### src/hdl/brd_pkg.sv
// Shared types and constants for the burst rate detector.
// Beat payload structs, config register indexes and reset values.
// No dependencies.
`default_nettype none

package brd_pkg;

	localparam int unsigned CFG_IDX_W = 3;
	localparam int unsigned CFG_DATA_W = 32;

	localparam logic [CFG_IDX_W-1:0] REG_GRACE_START = 3'd0;
	localparam logic [CFG_IDX_W-1:0] REG_GRACE = 3'd1;
	localparam logic [CFG_IDX_W-1:0] REG_TRIGGER_COUNT = 3'd2;
	localparam logic [CFG_IDX_W-1:0] REG_WINDOW = 3'd3;
	localparam logic [CFG_IDX_W-1:0] REG_HOLD = 3'd4;

	localparam logic [31:0] GRACE_START_RST = 32'd0;
	localparam logic [31:0] GRACE_RST = 32'd30000;
	localparam logic [7:0] TRIGGER_COUNT_RST = 8'd12;
	localparam logic [31:0] WINDOW_RST = 32'd6000;
	localparam logic [31:0] HOLD_RST = 32'd10000;

	localparam logic [7:0] MIN_TRIGGER = 8'd2;

	localparam logic CMD_ARRIVAL = 1'b0;
	localparam logic CMD_QUERY = 1'b1;

	localparam logic [1:0] KIND_SOUND = 2'd0;
	localparam logic [1:0] KIND_LIGHT = 2'd1;

	typedef struct packed {
		logic cmd;
		logic [1:0] msg_kind;
		logic [31:0] now_ms;
	} in_item_t;

	typedef struct packed {
		logic flock_active;
		logic window_met;
	} out_item_t;

	typedef struct packed {
		logic [31:0] grace_start_ms;
		logic [31:0] grace_ms;
		logic [7:0] trigger_count;
		logic [31:0] window_ms;
		logic [31:0] hold_ms;
	} cfg_t;

	// read stage contents handed from ring to evaluator
	typedef struct packed {
		logic cmd;
		logic [31:0] now_ms;
		logic hit_valid;
		logic [31:0] stamp;
	} rd_stage_t;

endpackage

`default_nettype wire

### src/hdl/brd_ring.sv
// Timestamp ring: memory, per-slot valid bits, write head and look-back read.
// Depends on brd_pkg.
`default_nettype none

module brd_ring #(
	parameter int unsigned RING_DEPTH = 64
) (
	input wire logic clk,
	input wire logic arst_n,
	input wire logic accept,
	input wire brd_pkg::in_item_t item,
	input wire logic [7:0] trigger_count,
	input wire logic advance,
	output logic rd_valid,
	output brd_pkg::rd_stage_t rd
);

	localparam int unsigned AW = (RING_DEPTH > 1) ? $clog2(RING_DEPTH) : 1;
	localparam int unsigned SW = AW + 1;
	localparam logic [7:0] DEPTH8 = 8'(RING_DEPTH);
	localparam logic [SW-1:0] DEPTH_S = SW'(RING_DEPTH);
	localparam logic [AW-1:0] LAST_SLOT = AW'(RING_DEPTH - 1);

	logic [31:0] ring_mem_q [RING_DEPTH];
	logic [RING_DEPTH-1:0] slot_valid_q;
	logic [AW-1:0] head_q;
	logic rd_valid_s1;
	logic cmd_s1;
	logic [31:0] now_s1;
	logic hit_valid_s1;
	logic [31:0] stamp_s1;

	logic [7:0] cnt;
	logic [SW-1:0] back_sum;
	logic [SW-1:0] back_wrap;
	logic [AW-1:0] slot;
	logic do_write;
	logic do_read;

	always_comb begin
		if (trigger_count < brd_pkg::MIN_TRIGGER) begin
			cnt = brd_pkg::MIN_TRIGGER;
		end else if (trigger_count > DEPTH8) begin
			cnt = DEPTH8;
		end else begin
			cnt = trigger_count;
		end
		back_sum = {1'b0, head_q} + DEPTH_S - SW'(cnt);
		back_wrap = (back_sum >= DEPTH_S) ? (back_sum - DEPTH_S) : back_sum;
		slot = back_wrap[AW-1:0];
	end

	assign do_write = accept && (item.cmd == brd_pkg::CMD_ARRIVAL) &&
		((item.msg_kind == brd_pkg::KIND_SOUND) || (item.msg_kind == brd_pkg::KIND_LIGHT));
	assign do_read = accept && (item.cmd == brd_pkg::CMD_QUERY);

	always_ff @(posedge clk) begin
		if (do_write) begin
			ring_mem_q[head_q] <= item.now_ms;
		end
		if (do_read) begin
			stamp_s1 <= ring_mem_q[slot];
		end
	end

	always_ff @(posedge clk or negedge arst_n) begin
		if (!arst_n) begin
			slot_valid_q <= '0;
			head_q <= '0;
			rd_valid_s1 <= 1'b0;
		end else begin
			if (do_write) begin
				slot_valid_q[head_q] <= 1'b1;
				head_q <= (head_q == LAST_SLOT) ? '0 : head_q + AW'(1);
			end
			if (accept) begin
				rd_valid_s1 <= 1'b1;
			end else if (advance) begin
				rd_valid_s1 <= 1'b0;
			end
		end
	end

	always_ff @(posedge clk) begin
		if (accept) begin
			cmd_s1 <= item.cmd;
			now_s1 <= item.now_ms;
			hit_valid_s1 <= slot_valid_q[slot];
		end
	end

	assign rd_valid = rd_valid_s1;
	assign rd = '{cmd: cmd_s1, now_ms: now_s1, hit_valid: hit_valid_s1, stamp: stamp_s1};

endmodule

`default_nettype wire

### src/hdl/brd_eval.sv
// Window compare, burst flag with hold, and the result register.
// Depends on brd_pkg.
`default_nettype none

module brd_eval (
	input wire logic clk,
	input wire logic arst_n,
	input wire brd_pkg::cfg_t cfg,
	input wire logic rd_valid,
	input wire brd_pkg::rd_stage_t rd,
	output logic advance,
	output logic out_valid,
	input wire logic out_stall,
	output brd_pkg::out_item_t out_data
);

	logic active_q;
	logic [31:0] last_trigger_q;
	logic out_valid_q;
	brd_pkg::out_item_t out_data_q;

	logic [31:0] grace_age;
	logic [31:0] stamp_age;
	logic [31:0] hold_age;
	logic in_grace;
	logic met;
	logic active_nxt;
	logic set_trigger;
	brd_pkg::out_item_t res;

	assign advance = rd_valid && (!out_valid_q || !out_stall);

	always_comb begin
		grace_age = rd.now_ms - cfg.grace_start_ms;
		stamp_age = rd.now_ms - rd.stamp;
		hold_age = rd.now_ms - last_trigger_q;
		in_grace = (cfg.grace_start_ms != '0) && (grace_age < cfg.grace_ms);
		met = 1'b0;
		set_trigger = 1'b0;
		active_nxt = active_q;
		res.flock_active = active_q;
		res.window_met = 1'b0;
		if (rd.cmd == brd_pkg::CMD_QUERY) begin
			if (in_grace) begin
				res.flock_active = 1'b0;
			end else begin
				met = rd.hit_valid && (stamp_age <= cfg.window_ms);
				if (met) begin
					set_trigger = 1'b1;
					active_nxt = 1'b1;
				end else if (active_q && (hold_age >= cfg.hold_ms)) begin
					active_nxt = 1'b0;
				end
				res.flock_active = active_nxt;
				res.window_met = met;
			end
		end
	end

	always_ff @(posedge clk or negedge arst_n) begin
		if (!arst_n) begin
			active_q <= 1'b0;
			last_trigger_q <= '0;
			out_valid_q <= 1'b0;
		end else begin
			if (advance) begin
				active_q <= active_nxt;
				if (set_trigger) begin
					last_trigger_q <= rd.now_ms;
				end
				out_valid_q <= 1'b1;
			end else if (!out_stall) begin
				out_valid_q <= 1'b0;
			end
		end
	end

	always_ff @(posedge clk) begin
		if (advance) begin
			out_data_q <= res;
		end
	end

	assign out_valid = out_valid_q;
	assign out_data = out_data_q;

endmodule

`default_nettype wire

### src/hdl/burst_rate_detector_with_hold.sv
// Burst rate detector with hold: top level with config registers.
// Depends on brd_pkg, brd_ring, brd_eval.
//
// Usage:
//   Input beats (in_valid/in_stall, in_data) are arrivals (cmd 0) or
//   queries (cmd 1). Sound and light arrivals store now_ms into the ring;
//   a query looks trigger_count entries back and checks the window.
//   Every input beat yields exactly one output beat (out_valid/out_stall,
//   out_data), in order.
//   An accepted beat passes the ring read stage, then the result register.
//   Throughput: one beat per cycle while out_stall is low; the ring memory
//   takes one write or one read per beat; the flag update is combinational.
//   Stall: a stalled result holds; one more beat is taken into the read
//   stage, after which in_stall rises until the result is taken.
//   Reset: all slots invalid (valid flops clear at once, no sweep), head
//   zero, flag clear, config registers at their reset values.
//   Config writes (cfg_we, cfg_index, cfg_wdata) are registered; unknown
//   indexes are ignored. They must be made only while the block is idle;
//   the block itself does not enforce this.
`default_nettype none

module burst_rate_detector_with_hold #(
	parameter int unsigned RING_DEPTH = 64
) (
	input wire logic clk,
	input wire logic arst_n,
	input wire logic in_valid,
	output logic in_stall,
	input wire brd_pkg::in_item_t in_data,
	output logic out_valid,
	input wire logic out_stall,
	output brd_pkg::out_item_t out_data,
	input wire logic cfg_we,
	input wire logic [brd_pkg::CFG_IDX_W-1:0] cfg_index,
	input wire logic [brd_pkg::CFG_DATA_W-1:0] cfg_wdata
);

	brd_pkg::cfg_t cfg_q;
	logic accept;
	logic advance;
	logic rd_valid;
	brd_pkg::rd_stage_t rd;

	always_ff @(posedge clk or negedge arst_n) begin
		if (!arst_n) begin
			cfg_q.grace_start_ms <= brd_pkg::GRACE_START_RST;
			cfg_q.grace_ms <= brd_pkg::GRACE_RST;
			cfg_q.trigger_count <= brd_pkg::TRIGGER_COUNT_RST;
			cfg_q.window_ms <= brd_pkg::WINDOW_RST;
			cfg_q.hold_ms <= brd_pkg::HOLD_RST;
		end else if (cfg_we) begin
			case (cfg_index)
				brd_pkg::REG_GRACE_START: cfg_q.grace_start_ms <= cfg_wdata;
				brd_pkg::REG_GRACE: cfg_q.grace_ms <= cfg_wdata;
				brd_pkg::REG_TRIGGER_COUNT: cfg_q.trigger_count <= cfg_wdata[7:0];
				brd_pkg::REG_WINDOW: cfg_q.window_ms <= cfg_wdata;
				brd_pkg::REG_HOLD: cfg_q.hold_ms <= cfg_wdata;
				default: begin
				end
			endcase
		end
	end

	assign in_stall = rd_valid && !advance;
	assign accept = in_valid && !in_stall;

	brd_ring #(
		.RING_DEPTH(RING_DEPTH)
	) u_ring (
		.clk(clk),
		.arst_n(arst_n),
		.accept(accept),
		.item(in_data),
		.trigger_count(cfg_q.trigger_count),
		.advance(advance),
		.rd_valid(rd_valid),
		.rd(rd)
	);

	brd_eval u_eval (
		.clk(clk),
		.arst_n(arst_n),
		.cfg(cfg_q),
		.rd_valid(rd_valid),
		.rd(rd),
		.advance(advance),
		.out_valid(out_valid),
		.out_stall(out_stall),
		.out_data(out_data)
	);

endmodule

`default_nettype wire

### config.mk
export PLATFORM = sky130hd
export DESIGN_NAME = burst_rate_detector_with_hold
export DESIGN_NICKNAME = d
export VERILOG_FILES = /design/src/hdl/brd_pkg.sv /design/src/hdl/brd_ring.sv /design/src/hdl/brd_eval.sv /design/src/hdl/burst_rate_detector_with_hold.sv
export SDC_FILE = /design/constraint.sdc
export NUM_CORES = 2
export LEC_CHECK = 0
export ABC_CLOCK_PERIOD_IN_PS = 12300
export BUFFER_PORTS_ARGS = -buffer_cell sky130_fd_sc_hd__buf_2
export CAP_MARGIN = 15
export CORE_ASPECT_RATIO = 1.5
export CORE_MARGIN = 8
export CORE_UTILIZATION = 40
export DETAILED_ROUTE_END_ITERATION = 16
export SLEW_MARGIN = 15
export SYNTH_ARGS = -nofsm -noshare
export SYNTH_HDL_FRONTEND = slang
export SYNTH_HIERARCHICAL = 1
export SYNTH_SLANG_ARGS = --single-unit
### constraint.sdc
create_clock -name clk -period 12.3 [get_ports clk]
set_input_delay 1.23 -clock clk [delete_from_list [all_inputs] [get_ports clk]]
set_output_delay 1.23 -clock clk [all_outputs]
set_load 0.01 [all_outputs]
== Yosys cells after proc, flatten, opt, wreduce, memory -nomap -nowiden ==
Memories as Yosys holds them, arrays and structs flattened. A register that Yosys moved wholly into a read port is not among the register bits.
Index checks and enable logic that the tools add are counted.
Operators by class
  add/sub/neg operators: 7
  order comparisons: 9
  equality and inequality tests: 7
  muxes and demuxes: 22
  bitwise gates (word level): 4
  reduce and logical (&&, ||, !) cells: 28
Operators by type and width (count)
  $sub 32x32->32: 3
  $or 64x64->64: 1
  $ge 32x32->1: 1
  $le 32x32->1: 1
  $lt 32x32->1: 1
  $reduce_bool 32->1: 1
  $mux 1: 15
  $lt 6x7->1 const B: 2
  $mux 7: 2
  $mux 6: 2
  $reduce_and 2->1: 6
  $logic_and 1x1->1: 10
  $gt 8x7->1 const B: 1
  $lt 8x2->1 const B: 1
  $add 6x7->7 const B: 1
  $ge 7x7->1 const B: 1
  $sub 7x7->7: 1
  $add 6x1->6 const B: 1
  $bmux 1 s6: 1
  $demux 1 s6: 1
  $eq 3x2->1 const B: 2
  $eq 6x6->1 const B: 1
  $ge 6x1->1 const B: 1
  $sub 6x1->6 const B: 1
  13 further kinds: 19
Storage, ports and cells
  bits in registers: 277
  memory bits (writable): 2048
  bits of input ports: 75
  memories: 1
Memories
  u_ring.ring_mem_q: words 64, bits a word 32, rd ports 1, clocked after Yosys merged registers in 1, wr ports 1, line brd_ring.sv:24  | logic [31:0] ring_mem_q [RING_DEPTH];

== Logic depth before layout (Yosys ltp) ==
  word-level depth: 11
  depth in mapped cells: 23

== Hierarchy ==
The synthesis kept the hierarchy.
By module, submodules not included
  brd_ring: instances 1, cells each 4120, area each 83961.8 µm², sequential area each 65257.6 µm²
  brd_eval: instances 1, cells each 1108, area each 8504.4 µm², sequential area each 910.9 µm²
  burst_rate_detector_with_hold: instances 1, cells each 294, area each 5311.3 µm², sequential area each 3429.5 µm²

== Least setup slack after synthesis ==
No wires, ideal clock.
  path type: input to register
  from: input port out_stall
  to: memory u_ring.ring_mem_q[31][0], enable pin
  data arrival time: 5.871 ns
  required time: 11.876 ns
  path slack: 6.005 ns
  cell stages on the path: 7
  path buffers: 1
  path through: a21boi_0 nor2b_1 nor2b_1 and2_1 clkbuf_1 nand4_1 nor2_1
Between the ends
  longest elaborated chain between the ends: 11
Ends and longest elaborated chain
  from (decl): line burst_rate_detector_with_hold.sv:31  | input wire logic out_stall,
  $logic_not 1->1: line brd_eval.sv:31  | assign advance = rd_valid && (!out_valid_q || !out_stall);
  $logic_or 1x1->1: line brd_eval.sv:31
  $logic_and 1x1->1: line brd_eval.sv:31
  $logic_not 1->1: line burst_rate_detector_with_hold.sv:64  | assign in_stall = rd_valid && !advance;
  $logic_and 1x1->1: line burst_rate_detector_with_hold.sv:64
  named net in_stall: line burst_rate_detector_with_hold.sv:28  | output logic in_stall,
  $logic_not 1->1: line burst_rate_detector_with_hold.sv:65  | assign accept = in_valid && !in_stall;
  $logic_and 1x1->1: line burst_rate_detector_with_hold.sv:65
  named net accept: line burst_rate_detector_with_hold.sv:39  | logic accept;
  $logic_and 1x1->1 (2 in series): line brd_ring.sv:53  | assign do_write = accept && (item.cmd == brd_pkg::CMD_ARRIVAL) &&
  $mux 1: line brd_ring.sv:58  | if (do_write) begin
  $mux 1 (implied by the code): line brd_ring.sv:59  | ring_mem_q[head_q] <= item.now_ms;
  to (decl): line brd_ring.sv:24
The timed path passes the listed nets, and every way through them passes these cells.

== Final worst setup path ==
  from: register cfg_q[104] (netlist name)
  to: register u_eval.last_trigger_q[0]
Between the ends
  longest elaborated chain between the ends: 6
  elaborated cells on any way between the ends: 7
Ends and longest elaborated chain
  from (decl): line burst_rate_detector_with_hold.sv:38  | brd_pkg::cfg_t cfg_q;
  $sub 32x32->32: line brd_eval.sv:34  | grace_age = rd.now_ms - cfg.grace_start_ms;
  $lt 32x32->1: line brd_eval.sv:37  | in_grace = (cfg.grace_start_ms != '0) && (grace_age < cfg.grace_ms);
  $logic_and 1x1->1 *: line brd_eval.sv:37
  $mux 1 *: line brd_eval.sv:44  | if (in_grace) begin
  $mux 1 *: line brd_eval.sv:43  | if (rd.cmd == brd_pkg::CMD_QUERY) begin
  $reduce_and 2->1 (no line) *
  to (signal assigned): line brd_eval.sv:69  | last_trigger_q <= rd.now_ms;
  to (decl): line brd_eval.sv:18  | logic [31:0] last_trigger_q;
Mark *: on every way between the ends. The rest lies on a longest branch, timed or not.
A chain may end at the register's enable or synchronous reset.

==> report_table.html <==
<table>
<tr><th>Metric</th><th>Value</th></tr>
<tr><th colspan="2">Placed design</th></tr>
<tr><td>Placed instance area</td><td>approximately 0.1 mm²</td></tr>
<tr><td>Placed wire-length estimate after detailed placement</td><td>between 100000 and 150000 µm</td></tr>
<tr><td>Port Buf Inserts</td><td>77</td></tr>
<tr><td>Worst setup slack before clock tree synthesis</td><td>roughly 5000 ps</td></tr>
<tr><td>Final GP Congestion</td><td>0.8738</td></tr>
<tr><td>Placed cell count</td><td>between 8000 and 9000</td></tr>
<tr><th colspan="2">Clock tree</th></tr>
<tr><td>CTS H-Tree Depth</td><td>4</td></tr>
<tr><td>Buffers inserted by post-CTS timing repair</td><td>0</td></tr>
<tr><td>Clock buffer count from CTS</td><td>roughly 210</td></tr>
<tr><td>CTS tree</td><td>built</td></tr>
<tr><td>Post-cts gate resize count</td><td>0</td></tr>
<tr><td>Clk sink count</td><td>~2400</td></tr>
<tr><td>CTS clock-pin slew for the worst setup and hold paths</td><td>approximately 60 ps</td></tr>
<tr><td>CTS root buf</td><td>sky130_fd_sc_hd__clkbuf_16</td></tr>
<tr><td>Clock Path Buffers</td><td>4</td></tr>
<tr><td>Clock latency of the later-clocked register in the worst-skew pair</td><td>between 800 and 900 ps</td></tr>
<tr><td>Number of buffers inserted for hold repair after clock tree synthesis</td><td>0</td></tr>
<tr><th colspan="2">Status</th></tr>
<tr><td>Outcome</td><td>complete, no violations</td></tr>
<tr><th colspan="2">Synthesis</th></tr>
<tr><td>Synthesized netlist net count</td><td>5795</td></tr>
<tr><td>Mean cell area of the mapped netlist</td><td>17.71 µm²</td></tr>
<tr><td>Cell types with the largest area share after synthesis</td><td>sky130_fd_sc_hd__edfxtp_1 65%, sky130_fd_sc_hd__mux4_2 12%, sky130_fd_sc_hd__dfrtp_1 5.6%</td></tr>
<tr><td>Most area-hungry cell type in the Yosys netlist</td><td>sky130_fd_sc_hd__edfxtp_1</td></tr>
<tr><td>Post-synthesis cell count</td><td>5522</td></tr>
<tr><td>Commonest register cell after synthesis</td><td>sky130_fd_sc_hd__edfxtp_1</td></tr>
<tr><td>Count of warnings emitted by yosys</td><td>6</td></tr>
<tr><td>Async set-or-reset flop fraction in the synthesized netlist</td><td>about 10%</td></tr>
<tr><td>Share of the synthesized area in the top cell type</td><td>64.99%</td></tr>
<tr><td>Proportion of synthesized chip area in sequential cells</td><td>a little under three quarters</td></tr>
<tr><td>Synth Register Bits</td><td>about 2400</td></tr>
<tr><td>Number of library cell types mapped by synthesis</td><td>80</td></tr>
<tr><td>Post-synth EDFFs</td><td>2116</td></tr>
<tr><td>Combined area of all synthesized cells</td><td>~0.098 mm²</td></tr>
<tr><th colspan="2">Critical path</th></tr>
<tr><td>Depth of the worst register-to-register path</td><td>21</td></tr>
<tr><td>Critical setup path kind</td><td>register to register</td></tr>
<tr><td>Kind of end point of the critical path</td><td>register</td></tr>
<tr><td>Slack of the worst reg-to-reg path</td><td>5100 ps</td></tr>
<tr><td>Endpoint arrival time on the critical path</td><td>between 7000 and 8000 ps</td></tr>
<tr><td>Worst path required time</td><td>~13000 ps</td></tr>
<tr><td>Kind of start point of the critical path</td><td>register</td></tr>
<tr><td>Max FO, Critical Path</td><td>33</td></tr>
<tr><th colspan="2">Floorplanning</th></tr>
<tr><td>Initial Utilization</td><td>about 40%</td></tr>
<tr><td>Number of core rows</td><td>222</td></tr>
<tr><td>I/O Pins</td><td>79</td></tr>
<tr><td>Placeable core area</td><td>0.2433 mm²</td></tr>
<tr><td>Overall die height</td><td>approximately 620 µm</td></tr>
<tr><td>Die W</td><td>about 420 µm</td></tr>
<tr><td>Die outline area</td><td>0.2608 mm²</td></tr>
<tr><th colspan="2">STA</th></tr>
<tr><td>Period utilization</td><td>58.51%</td></tr>
<tr><td>Final setup slack of the worst path</td><td>roughly 5100 ps</td></tr>
<tr><td>Fmax achieved</td><td>approximately 140 MHz</td></tr>
<tr><td>Worst max-slew margin expressed relative to the limit</td><td>a little under a quarter</td></tr>
<tr><td>Final setup violation count</td><td>0</td></tr>
<tr><td>Actual slew at the worst max-slew pin</td><td>about 1200 ps</td></tr>
<tr><td>Minimum clock period</td><td>roughly 7200 ps</td></tr>
<tr><td>Number of pins exceeding their max-slew limit in the final report</td><td>0</td></tr>
<tr><td>Fin Setup TNS</td><td>0 ps</td></tr>
<tr><td>Worst Clk Skew</td><td>59.62 ps</td></tr>
<tr><td>Final Hold Vio Count</td><td>0</td></tr>
<tr><td>Unrepaired setup endpoints after global routing</td><td>false</td></tr>
<tr><th colspan="2">Power and ir drop</th></tr>
<tr><td>Share of total power consumed by net switching</td><td>a little under two fifths</td></tr>
<tr><td>Leak</td><td>37.45 nW</td></tr>
<tr><td>Part of the power in combinational logic</td><td>42.4%</td></tr>
<tr><td>Power density relative to cell area</td><td>251.3 mW/mm²</td></tr>
<tr><td>Internal power</td><td>around 17 mW</td></tr>
<tr><td>Proportion of power drawn by the clock network</td><td>between 20% and 30%</td></tr>
<tr><td>Net switching component of the power</td><td>between 10 and 15 mW</td></tr>
<tr><td>VDD IR max</td><td>around 0.33 mV</td></tr>
<tr><td>Part of the total power dissipated in sequential elements</td><td>33.9%</td></tr>
<tr><th colspan="2">GRT</th></tr>
<tr><td>Antenna violations before repair</td><td>11</td></tr>
<tr><td>Vias in the first global route</td><td>between 50000 and 60000</td></tr>
<tr><td>Overflow after GRT</td><td>0</td></tr>
<tr><td>Total track usage</td><td>between 10% and 20%</td></tr>
<tr><td>Maximum number of pins on one net before global-route repair</td><td>140</td></tr>
<tr><td>First-pass GRT wire length</td><td>approximately 360000 µm</td></tr>
<tr><th colspan="2">Cells and area</th></tr>
<tr><td>Area added between synthesis and finish</td><td>11.94%</td></tr>
<tr><td>Most common library cell in the layout ignoring fill and taps</td><td>sky130_fd_sc_hd__edfxtp_1</td></tr>
<tr><td>Most used cells in the layout excluding fill and tap cells</td><td>2116 x sky130_fd_sc_hd__edfxtp_1, 701 x sky130_fd_sc_hd__nand2_1, 528 x sky130_fd_sc_hd__mux4_2, 222 x sky130_fd_sc_hd__inv_1, 220 x sky130_fd_sc_hd__dfrtp_1</td></tr>
<tr><td>Net count reported at finish</td><td>approximately 6000</td></tr>
<tr><td>Share of layout cells above drive strength 1</td><td>approximately a quarter</td></tr>
<tr><td>Number of filler cells placed in the layout</td><td>around 21000</td></tr>
<tr><td>Multi-input combinational cell area</td><td>0.02668 mm²</td></tr>
<tr><td>Final std cells w/o fill</td><td>between 9000 and 10000</td></tr>
<tr><td>Final cell area excluding filler cells</td><td>roughly 0.11 mm²</td></tr>
<tr><td>Reg area</td><td>0.06960 mm²</td></tr>
<tr><th colspan="2">Drt</th></tr>
<tr><td>Post-detailed-route DRC marker count</td><td>0</td></tr>
<tr><td>Via total after detailed routing</td><td>just over 50000</td></tr>
<tr><td>Average detailed-routed wire length per instance</td><td>~28 µm</td></tr>
<tr><td>Starting DRT DRC Count</td><td>4769</td></tr>
<tr><td>Residual antenna-violating net count after detailed routing</td><td>0</td></tr>
<tr><td>Via density per instance</td><td>5.660</td></tr>
<tr><td>Total wire length after detailed routing</td><td>roughly 250000 µm</td></tr>
<tr><td>TritonRoute pass-1 iters</td><td>5</td></tr>
<tr><th colspan="2">Worst hold path</th></tr>
<tr><td>Path type of the worst min-delay path</td><td>input pin to async pin</td></tr>
<tr><th colspan="2">Run</th></tr>
<tr><td>MaxCap Viol Count</td><td>0</td></tr>
</table>
==> power by group through the flow <==
stage / logic (mW) / clock network (mW) / registers, mW
final: 11.7 / 6.53 / 9.32
after global routing: 12.6 / 6.94 / 9.35
after CTS: 11.8 / 6.68 / 9.32
after detailed placement: 11.7 / 0 / 9.49
after global placement: 11.7 / 0 / 9.48
after floorplan: 7.97 / 0 / 9.41
==> area by class of cell <==
cell class	instances	share of cell area [%]
flip-flops and latches	2357	63.59
multi-input cells	2684	24.37
clock buffers	269	5.240
well taps	3248	3.713
repair buffers	208	1.406
clock inverters	111	0.9031
inverters	223	0.7648
diodes	5	0.01143
==> sequential cells by signal (all words and copies together) (netlist names) <==
signal                 flops
u_ring/stamp_s1           32
u_ring/head_q              6
u_eval/out_data            2
u_ring/rd_valid            1
cfg_q                    136
u_eval/last_trigger_q     32
u_ring/hit_valid_s1        1
u_eval/active_q            1
u_ring/now_s1             32
u_ring/slot_valid_q       64
u_eval/out_valid           1
u_ring/ring_mem_q       2048
u_ring/cmd_s1              1
==> per-layer routing <==
| metal | wire length, µm | track usage, % | vias up |
|---|---|---|---|
| met5 | 54 | 0 | - |
| met4 | 9594 | 6.788 | 8 |
| met3 | 13850 | 2.439 | 437 |
| met2 | 130300 | 33.50 | 1654 |
| met1 | 97280 | 23.54 | 27410 |
| li1 | - | - | 22030 |
==> Yosys cell counts, types with 62 or more instances <==
cell type	n
sky130_fd_sc_hd__nor2_1	132
sky130_fd_sc_hd__mux4_2	528
sky130_fd_sc_hd__edfxtp_1	2116
sky130_fd_sc_hd__clkbuf_1	98
sky130_fd_sc_hd__or2_2	70
sky130_fd_sc_hd__nand3_1	156
sky130_fd_sc_hd__a21o_1	62
sky130_fd_sc_hd__inv_1	222
sky130_fd_sc_hd__buf_2	125
sky130_fd_sc_hd__dfrtp_1	220
sky130_fd_sc_hd__ha_1	194
sky130_fd_sc_hd__o2111ai_1	131
sky130_fd_sc_hd__a21oi_1	98
sky130_fd_sc_hd__mux2_2	132
sky130_fd_sc_hd__o21ai_0	63
sky130_fd_sc_hd__nand2_1	701
==> path summary, 6_finish.rpt <==
| kind | start | end |
|---|---|---|
| worst max-delay path | cfg_q[104] | u_eval/last_trigger_q[0] |
| max in group asynchronous | arst_n | u_ring/slot_valid_q[0] |
| worst min register to register | u_ring/slot_valid_q[7] | u_ring/slot_valid_q[7] |
| worst min-delay path | arst_n | cfg_q[83] |
| worst max register to register | cfg_q[104] | u_eval/last_trigger_q[0] |
| min in group clk | u_ring/slot_valid_q[7] | u_ring/slot_valid_q[7] |
==> logic make-up (layout without fill, tap and decap cells) <==
| kind of cell | Yosys count | after routing | share of synthesized area, % |
|---|---|---|---|
| and+or+nand+nor | 1225 | 1225 | 5.559 |
| other | 0 | 5 | 0 |
| buffers and inverters | 481 | 811 | 2.164 |
| adders and majority gates | 198 | 198 | 2.564 |
| AOI/OAI and AO/OA | 474 | 474 | 3.479 |
| DFF | 2357 | 2357 | 71.18 |
| xor gates and xnor gates | 90 | 90 | 0.8331 |
| muxes | 697 | 697 | 14.22 |
==> stage by stage <==
| step | total power [mW] | util [%] | hold slack, ps |
|---|---|---|---|
| after floorplan | 17.38 | - | 433.7 |
| after global placement | 21.15 | 42.19 | 445.4 |
| after detailed placement | 21.23 | 42.19 | 446.5 |
| after CTS | 27.77 | 44.95 | 464.8 |
| after global routing | 28.89 | 44.98 | 255.5 |
| final | 27.50 | 44.98 | 271.5 |
==> critical path, stage by stage (launching register included) <==
cell	delay [ps]
sky130_fd_sc_hd__dfrtp_1	590
sky130_fd_sc_hd__ha_1	240
sky130_fd_sc_hd__inv_1	60
sky130_fd_sc_hd__fa_1	400
sky130_fd_sc_hd__a21o_1	180
sky130_fd_sc_hd__a21oi_1	240
sky130_fd_sc_hd__nor2b_1	120
sky130_fd_sc_hd__o311a_1	420
sky130_fd_sc_hd__a21oi_1	360
sky130_fd_sc_hd__o21ai_0	190
sky130_fd_sc_hd__nand2b_1	260
sky130_fd_sc_hd__a21oi_1	210
sky130_fd_sc_hd__xnor2_1	90
sky130_fd_sc_hd__ha_1	300
sky130_fd_sc_hd__nand4_1	190
sky130_fd_sc_hd__nor3_1	450
sky130_fd_sc_hd__o211ai_1	150
sky130_fd_sc_hd__a21oi_1	310
sky130_fd_sc_hd__o21ai_0	290
sky130_fd_sc_hd__a22oi_1	500
sky130_fd_sc_hd__nand3_2	850
sky130_fd_sc_hd__mux2_2	600
Power figures use the tool's default switching activity.
